$ cat src/rtl/maf_pkg.sv
// Package for the moving average filter: default sizes and the width of the
// window-size configuration port. Used by the top level only.
`timescale 1ns / 1ps
package maf_pkg;

	localparam int MAX_WINDOW_DEF  = 256;
	localparam int SAMPLE_BITS_DEF = 16;
	localparam int CFG_BITS        = 9;

endpackage

$ cat src/rtl/maf_div.sv
// Bit-serial signed divider: one quotient bit per cycle, truncating toward zero.
// Depends on maf_pkg only through the parameters handed down by the top level.
`timescale 1ns / 1ps
module maf_div #(
	parameter int NUM_BITS = 24,
	parameter int DEN_BITS = 9,
	parameter int OUT_BITS = 16
) (
	input  logic                       clk,
	input  logic                       arst_n,
	input  logic                       start,
	input  logic signed [NUM_BITS-1:0] num,
	input  logic        [DEN_BITS-1:0] den,
	output logic                       busy,
	output logic signed [OUT_BITS-1:0] quot
);

	localparam int CNT_BITS = $clog2(NUM_BITS + 1);

	logic                busy_q;
	logic [CNT_BITS-1:0] cnt_q;
	logic [NUM_BITS-1:0] acc_q;
	logic [DEN_BITS-1:0] rem_q;
	logic [DEN_BITS-1:0] den_q;
	logic                neg_q;

	logic [NUM_BITS-1:0] num_mag;
	logic [DEN_BITS:0]   trial;
	logic                q_bit;
	logic [DEN_BITS:0]   trial_sub;
	logic [OUT_BITS-1:0] quot_mag;

	assign num_mag   = num[NUM_BITS-1] ? NUM_BITS'(-num) : NUM_BITS'(num);
	assign trial     = {rem_q, acc_q[NUM_BITS-1]};
	assign q_bit     = (trial >= {1'b0, den_q});
	assign trial_sub = trial - {1'b0, den_q};
	assign quot_mag  = acc_q[OUT_BITS-1:0];

	always_ff @(posedge clk or negedge arst_n) begin
		if (!arst_n) begin
			busy_q <= 1'b0;
			cnt_q  <= '0;
		end else if (start) begin
			busy_q <= 1'b1;
			cnt_q  <= '0;
		end else if (busy_q) begin
			cnt_q <= cnt_q + CNT_BITS'(1);
			if (cnt_q == CNT_BITS'(NUM_BITS - 1)) begin
				busy_q <= 1'b0;
			end
		end
	end

	// Shift the dividend out at the top while quotient bits enter at the bottom
	always_ff @(posedge clk) begin
		if (start) begin
			acc_q <= num_mag;
			rem_q <= '0;
			den_q <= den;
			neg_q <= num[NUM_BITS-1];
		end else if (busy_q) begin
			acc_q <= {acc_q[NUM_BITS-2:0], q_bit};
			rem_q <= q_bit ? trial_sub[DEN_BITS-1:0] : trial[DEN_BITS-1:0];
		end
	end

	assign busy = busy_q;
	assign quot = neg_q ? OUT_BITS'(-quot_mag) : OUT_BITS'(quot_mag);

endmodule

$ cat src/rtl/moving_average_filter.sv
// Each item taken passes the states READ, UPD and DIV; in DIV the bit-serial
// divider produces one quotient bit a cycle. A new item is taken only after
// the result has been loaded into the output register, which waits on m_tready.
// Reset (asynchronous, active low) sets the window to 1 and empties the store;
// a window write empties it as well. No clearing pass is needed.
// Depends on maf_pkg and maf_div.
`timescale 1ns / 1ps
module moving_average_filter #(
	parameter int MAX_WINDOW  = maf_pkg::MAX_WINDOW_DEF,
	parameter int SAMPLE_BITS = maf_pkg::SAMPLE_BITS_DEF
) (
	input  logic                                clk,
	input  logic                                arst_n,
	input  logic                                cfg_we,
	input  logic [maf_pkg::CFG_BITS-1:0]        cfg_data,   // window_size
	input  logic                                s_tvalid,
	output logic                                s_tready,
	input  logic [((SAMPLE_BITS+7)/8)*8-1:0]    s_tdata,    // sample
	output logic                                m_tvalid,
	input  logic                                m_tready,
	output logic [((SAMPLE_BITS+7)/8)*8-1:0]    m_tdata     // average
);

	localparam int TDATA_BITS = ((SAMPLE_BITS + 7) / 8) * 8;
	localparam int WIN_BITS   = $clog2(MAX_WINDOW + 1);
	localparam int ADDR_BITS  = $clog2(MAX_WINDOW);
	localparam int SUM_BITS   = SAMPLE_BITS + ADDR_BITS;

	typedef enum logic [1:0] {
		ST_IDLE,
		ST_READ,
		ST_UPD,
		ST_DIV
	} state_t;

	state_t                         state_q;
	logic [WIN_BITS-1:0]            window_q;
	logic [ADDR_BITS-1:0]           pos_q;
	logic                           wrapped_q;
	logic signed [SUM_BITS-1:0]     sum_q;
	logic signed [SAMPLE_BITS-1:0]  sample_q;
	logic signed [SAMPLE_BITS-1:0]  rd_data_q;
	logic signed [SAMPLE_BITS-1:0]  store_q [MAX_WINDOW];
	logic                           m_tvalid_q;
	logic [TDATA_BITS-1:0]          m_tdata_q;

	logic [WIN_BITS-1:0]            cfg_win;
	logic [WIN_BITS-1:0]            pos_inc;
	logic                           pos_wrap;
	logic signed [SAMPLE_BITS-1:0]  old_sample;
	logic signed [SUM_BITS-1:0]     sum_next;
	logic                           div_start;
	logic                           div_busy;
	logic signed [SAMPLE_BITS-1:0]  div_quot;
	logic                           in_fire;
	logic                           out_load;

	// Clamp the written window to 1..MAX_WINDOW
	always_comb begin
		cfg_win = WIN_BITS'(MAX_WINDOW);
		if (cfg_data == '0) begin
			cfg_win = WIN_BITS'(1);
		end else if (int'(cfg_data) <= MAX_WINDOW) begin
			cfg_win = WIN_BITS'(cfg_data);
		end
	end

	assign in_fire    = s_tvalid && s_tready;
	assign pos_inc    = WIN_BITS'(pos_q) + WIN_BITS'(1);
	assign pos_wrap   = (pos_inc >= window_q);
	// Entries are written in order from position zero, so before the first
	// wrap the entry under the pointer has not been written since clearing
	assign old_sample = wrapped_q ? rd_data_q : '0;
	assign sum_next   = sum_q + SUM_BITS'(sample_q) - SUM_BITS'(old_sample);
	assign div_start  = (state_q == ST_UPD);
	assign out_load   = (state_q == ST_DIV) && !div_busy && (!m_tvalid_q || m_tready);

	always_ff @(posedge clk) begin
		if (in_fire) begin
			rd_data_q <= store_q[pos_q];
		end
		if (state_q == ST_UPD) begin
			store_q[pos_q] <= sample_q;
		end
	end

	always_ff @(posedge clk) begin
		if (in_fire) begin
			sample_q <= s_tdata[SAMPLE_BITS-1:0];
		end
	end

	always_ff @(posedge clk or negedge arst_n) begin
		if (!arst_n) begin
			state_q    <= ST_IDLE;
			window_q   <= WIN_BITS'(1);
			pos_q      <= '0;
			wrapped_q  <= 1'b0;
			sum_q      <= '0;
			m_tvalid_q <= 1'b0;
			m_tdata_q  <= '0;
		end else begin
			if (out_load) begin
				m_tvalid_q <= 1'b1;
			end else if (m_tvalid_q && m_tready) begin
				m_tvalid_q <= 1'b0;
			end
			if (cfg_we) begin
				window_q  <= cfg_win;
				pos_q     <= '0;
				wrapped_q <= 1'b0;
				sum_q     <= '0;
			end
			unique case (state_q)
				ST_IDLE: begin
					if (in_fire) begin
						state_q <= ST_READ;
					end
				end
				ST_READ: begin
					state_q <= ST_UPD;
				end
				ST_UPD: begin
					sum_q <= sum_next;
					if (pos_wrap) begin
						pos_q     <= '0;
						wrapped_q <= 1'b1;
					end else begin
						pos_q <= ADDR_BITS'(pos_inc);
					end
					state_q <= ST_DIV;
				end
				ST_DIV: begin
					// Hold the quotient until the output register is free
					if (out_load) begin
						m_tdata_q  <= TDATA_BITS'(unsigned'(div_quot));
						state_q    <= ST_IDLE;
					end
				end
				default: state_q <= ST_IDLE;
			endcase
		end
	end

	maf_div #(
		.NUM_BITS (SUM_BITS),
		.DEN_BITS (WIN_BITS),
		.OUT_BITS (SAMPLE_BITS)
	) u_div (
		.clk    (clk),
		.arst_n (arst_n),
		.start  (div_start),
		.num    (sum_next),
		.den    (window_q),
		.busy   (div_busy),
		.quot   (div_quot)
	);

	assign s_tready = (state_q == ST_IDLE);
	assign m_tvalid = m_tvalid_q;
	assign m_tdata  = m_tdata_q;

endmodule

$ cat config.mk
export PLATFORM = sky130hd
export DESIGN_NAME = moving_average_filter
export DESIGN_NICKNAME = d
export VERILOG_FILES = /design/src/rtl/maf_pkg.sv /design/src/rtl/maf_div.sv /design/src/rtl/moving_average_filter.sv
export SDC_FILE = /design/constraint.sdc
export NUM_CORES = 2
export LEC_CHECK = 0
export BUFFER_PORTS_ARGS = -buffer_cell sky130_fd_sc_hd__buf_2
export CAP_MARGIN = 40
export CORE_MARGIN = 8
export CORE_UTILIZATION = 30
export CTS_CLUSTER_DIAMETER = 30
export DETAILED_ROUTE_END_ITERATION = 10
export GPL_ROUTABILITY_DRIVEN = 1
export SLEW_MARGIN = 20
export SYNTH_ARGS = -nofsm -noshare
export SYNTH_HDL_FRONTEND = slang
export SYNTH_SLANG_ARGS = --single-unit
$ cat constraint.sdc
create_clock -name clk -period 17.1 [get_ports clk]
set_input_delay 2.565 -clock clk [delete_from_list [all_inputs] [get_ports clk]]
set_output_delay 2.565 -clock clk [all_outputs]
set_load 0.1 [all_outputs]
Yosys cells after proc, flatten, opt, wreduce, memory -nomap -nowiden --
Memories as Yosys holds them, arrays and structs flattened. A register that Yosys moved wholly into a read port is not among the register bits. Index checks and enable logic that the tools add are counted.
Operators by class: add/subtract/negate cells 7, magnitude comparators 3, eq/ne operators 6, multiplexer cells 28, reduce and logical (&&, ||, !) cells 14
Operators by type and width (number):
- 24-bit 2-to-1 mux | 5
- 16-bit 2-to-1 mux | 2
- 9-bit 2-to-1 mux | 3
- 24-bit by 16-bit adder with 24-bit output | 1
- 8-bit 2-to-1 mux | 3
- 24-bit negation | 1
- 24-bit by 16-bit subtractor with 24-bit output | 1
- 16-bit negation | 1
- 10-bit by 9-bit >= comparator with 1-bit output | 1
- 1-bit 2-to-1 mux | 10
- 5-bit 2-to-1 mux | 2
- 8-bit by 1-bit adder with 9-bit output, second input constant | 1
- 9-bit >= comparator | 1
- 9-bit <= comparator, second input constant | 1
- 9-bit zero test | 1
- 9-bit subtractor | 1
- 2-bit one-hot mux with 4 select lines | 1
- 2-bit nonzero test | 3
- 5-bit by 1-bit adder with 5-bit output, second input constant | 1
- 5-bit == test, second input constant | 1
- 2-bit == test, second input constant | 2
- 1-bit logical AND | 4
- 2-bit 2-to-1 mux | 2
- 2-bit AND reduction | 2
- other kinds (6) | 7
Word-level totals: register bits 126, memory bits (writable) 4096, input bits 30, word-level logic and storage cells 73, memories kept 1
Memory list:
- store_q | depth 256, width 16, rd ports 1, clocked after Yosys merged registers in 1, wr ports 1, line moving_average_filter.sv:43 | logic signed [SAMPLE_BITS-1:0] store_q [MAX_WINDOW];

Depth between registers and ports, before layout --
word-level depth 5, mapped depth 17, mapped depth without buffers 14

By module --
A second synthesis with hierarchy kept.
Unflattened totals: cell total of the unflattened synthesis 7531, area total of the unflattened synthesis 164072.4 um2
Modules (own cells, without submodules):
- moving_average_filter | instances 1, cells an instance 7203, area an instance 160851.8 um2
- maf_div | instances 1, cells an instance 328, area an instance 3220.6 um2

Least setup slack after synthesis --
No wires, ideal clock.
path type flip-flop to flip-flop, from register sample_q[15], to register u_div.acc_q[12], data pin, data arrival time 7.500 ns, required time 16.840 ns, setup slack 9.340 ns, cell stages (with the launch flop) 15, clock period less this slack 7.760 ns, cell sequence edfxtp_1 inv_1 fa_1 inv_1 ha_1 a21o_1 a21o_1 a21o_1 nor3_1 a21oi_1 o211ai_1 clkbuf_1 a21o_1 xor2_1 mux2_2
On the way: longest elaborated chain between the ends 4
Ends and longest elaborated chain:
- start, declared | line moving_average_filter.sv:41 | logic signed [SAMPLE_BITS-1:0] sample_q;
- start signal, assigned | line moving_average_filter.sv:89 | sample_q <= s_tdata[SAMPLE_BITS-1:0];
- 24-bit by 16-bit adder with 24-bit output | line moving_average_filter.sv:74 | assign sum_next = sum_q + SUM_BITS'(sample_q) - SUM_BITS'(old_sample);
- 24-bit by 16-bit subtractor with 24-bit output | line moving_average_filter.sv:74
- 24-bit 2-to-1 mux | line maf_div.sv:33 | assign num_mag = num[NUM_BITS-1] ? NUM_BITS'(-num) : NUM_BITS'(num);
- 24-bit 2-to-1 mux | line maf_div.sv:56 | if (start) begin
- end signal, assigned | line maf_div.sv:57 | acc_q <= num_mag;
- end signal, assigned | line maf_div.sv:62 | acc_q <= {acc_q[NUM_BITS-2:0], q_bit};
- end, declared | line maf_div.sv:22 | logic [NUM_BITS-1:0] acc_q;
No other way between the ends. A chain may end at the register's enable or synchronous reset.

==> reports/results.ini <==
[setup_path]
cp_max_fo=104
cp-start-kind=register
critPathRequiredTime_ns=17.88
worst_path_max_delay_cell=mux2i_1
timing.critical_path.max_delay_family=buffers and inverters
critPathBufInv=6
end_kind=register
critical_path_arrival_ns=7.43
path_cells=buf_12 -> buf_4 -> buf_12 -> buf_4 -> buf_4 -> buf_12 -> mux4_2 -> mux4_2 -> mux2i_1 -> nor3_1 -> nor4_1 -> nand2_1
path_class=register to register
critPathMaxStageDelay_ns=0.64

[sta]
post-route-period-util=0.389
hold_ws_ns=0.444
rsz0062_at_grt=false
setup_viol=0
fmax_mhz=150
hold_violations=0
slew_viol_final=0
timing.slew.headroom=0.153
tightest_slew_ns=1.27
fin_tns_setup_ns=0
fin_skew_ns=0.0729
period_minus_slack_ns=6.64

[floorplanning]
die_x_um=758
ios=48
die_h_um=758
rows=272
dieArea_um2=575000
start_util=0.301
core-area_um2=549000

[synthesis]
synth_edf_count=4162
ys_seq_area_frac=0.767
synthArstFlopShare=0.0158
syn-num-nets=7295
ys_types=79
synth-main-ff-cell=edfxtp_1
ys_warn_count=0
avgSynthCellArea_um2=23.0
postSynthCellCount=7189
synth.ff_latch_count=4238
syn_area_um2=165000

[pwr]
power.leakage_uw=0.0647
swShare=0.273
p_per_area_nw_per_um2=167
p_int_uw=25000
clock_power_share=0.455
finalPower_uw=34400
power_frac_seq=0.353
power_switching_uw=9390
combinationalPowerShare=0.192
peakVddDrop_mv=0.147

[clock_tree]
clock_latency_ns=1.08
numCtsBuffers=781
cts-root-buf=clkbuf_16
cts_tree=yes
path_clk_slew_ns=0.05
cts_resized=0
clockBufferDepth=4
cts_sinks=4238
cts_max_level=6
hold_buffers=0
post-cts-setup-buffers=0

[global_routing]
grt_pass1_vias=84400
grt_max_degree=194
antenna_found_initial=37
grt_pass1_wl_um=634000
grt_overflow=0
grt_usage=0.152

[route]
drt_iter0_drc=10600
ant_nets=0
drcViolationCount=0
wl_per_cell_um=28.2
via_per_inst=5.14
vias=82500
dr.pass1.iters=6
drt-total-wl_um=452000

[run_status]
status=complete, no violations

[cells_and_area]
drive_above_1_share=0.383
num-fill-cells=48500
multiInputGateArea_um2=37200
final_common_cell=edfxtp_1
layout_common_cells=edfxtp_1, mux4_2, clkbuf_16
syn_to_final_growth_pct=24.6
regArea_um2=127000
fin_nets=8211

[placed_design]
dp_hpwl_um=258000
port_buffers=47
gp_congestion=0.798

[hold_path]
min_path_type=register to register

[job]
cap_violations=0

[cell type report]
type	instances	share of cell area
multi-input cells	2441	0.181
diodes	13	0.000158
clock inverters	583	0.0350
inverters	123	0.00224
repair buffers	520	0.0250
well taps	7261	0.0441
clock buffers	869	0.0973
flip-flops and latches	4238	0.616
[state kept, by name, summed over array words and instances (netlist names), 16 cells and up]
signal,count
rd_data_q,16
store_q,4096
m_tdata,16
sum_q,24
sample_q,16
u_div.acc_q,24
[per-layer routing]
metal / wire length [µm] / track usage
met4: 14300 / 0.0495
met1: 177000 / 0.202
met3: 44000 / 0.0376
met5: 89 / 0
met2: 216000 / 0.245
[through the flow]
step | instances | setup slack (ns) | util | area (µm²)
5_1_grt | 16000 | 10.03 | 0.375 | 206000
6_report | 16000 | 10.46 | 0.375 | 206000
2_1_floorplan | 7189 | 9.34 | - | 165000
4_1_cts | 16000 | 10.40 | 0.374 | 205000
3_5_place_dp | 14600 | 10.39 | 0.325 | 178000
3_3_place_gp | 14500 | 9.71 | 0.322 | 177000
[synthesized netlist by cell type (6+ instances only)]
| library cell | count | area (µm²) |
|---|---|---|
| edfxtp_1 | 4162 | 125000 |
| mux4_2 | 1299 | 29300 |
| nor2_1 | 322 | 1210 |
| clkbuf_1 | 196 | 736 |
| buf_2 | 125 | 626 |
| inv_1 | 120 | 450 |
| nand2_1 | 119 | 447 |
| dfrtp_1 | 66 | 1650 |
| buf_1 | 63 | 236 |
| nand3_1 | 61 | 305 |
| o21ai_0 | 61 | 305 |
| ha_1 | 52 | 651 |
| a21oi_1 | 51 | 255 |
| xor2_1 | 33 | 289 |
| nor2b_1 | 31 | 194 |
| xnor2_1 | 29 | 254 |
| a22oi_1 | 26 | 195 |
| nor3_1 | 25 | 125 |
| and2_1 | 24 | 150 |
| fa_1 | 24 | 480 |
| a22o_1 | 22 | 193 |
| nand4_1 | 22 | 138 |
| a21o_1 | 21 | 158 |
| mux2i_1 | 19 | 190 |
| nand2b_1 | 18 | 113 |
| a211oi_1 | 14 | 105 |
| o31ai_1 | 13 | 97.6 |
| a32oi_1 | 12 | 105 |
| or3_1 | 11 | 68.8 |
| o21ai_1 | 10 | 50.1 |
| or4_1 | 10 | 75.1 |
| dfxtp_1 | 9 | 180 |
| and3_1 | 8 | 50.1 |
| mux2_2 | 8 | 90.1 |
| nand3b_1 | 8 | 60.1 |
| nor4_1 | 8 | 50.1 |
| a31oi_1 | 7 | 43.8 |
| a32o_1 | 7 | 70.1 |
| a2111oi_0 | 6 | 52.6 |
| o211ai_1 | 6 | 45.0 |
[power groups by stage]
stage / logic, µW / registers, µW / clock network, µW
2_1_floorplan: 4120 / 12700 / 0
3_3_place_gp: 6310 / 12300 / 0
3_5_place_dp: 6570 / 12300 / 0
4_1_cts: 6600 / 12100 / 15800
5_1_grt: 7000 / 12100 / 16300
6_report: 6600 / 12100 / 15600
[worst paths after layout]
path	from	endpoint	slack (ns)	depth (start not counted)
max in group asynchronous	arst_n	window_q[0]$_DFFE_PN1P_	15.00	2
max	pos_q[0]$_DFFE_PN0P_	rd_data_q[15]$_DFFE_PP_	10.46	12
min reg2reg	window_q[1]$_DFFE_PN0P_	u_div.den_q[1]$_DFFE_PP_	0.44	0
max reg2reg	pos_q[0]$_DFFE_PN0P_	rd_data_q[15]$_DFFE_PP_	10.46	12
min in group asynchronous	arst_n	sum_q[13]$_DFFE_PN0P_	1.48	1
min	window_q[1]$_DFFE_PN0P_	u_div.den_q[1]$_DFFE_PP_	0.44	0
[cell families (layout without fill, tap and decap cells)]
| group | Yosys count | in the layout | share of synthesized area |
|---|---|---|---|
| AO/OA/AOI/OAI | 295 | 295 | 0.0124 |
| XOR/XNOR | 63 | 63 | 0.00338 |
| adder cells (fa/ha/maj) | 76 | 76 | 0.00684 |
| buffers and inverters | 510 | 2095 | 0.0126 |
| flip-flops | 4238 | 4238 | 0.767 |
| multiplexers | 1326 | 1326 | 0.179 |
| other | 0 | 13 | 0 |
| AND/OR/NAND/NOR | 681 | 681 | 0.0188 |
(Power assumes the default switching activity.)
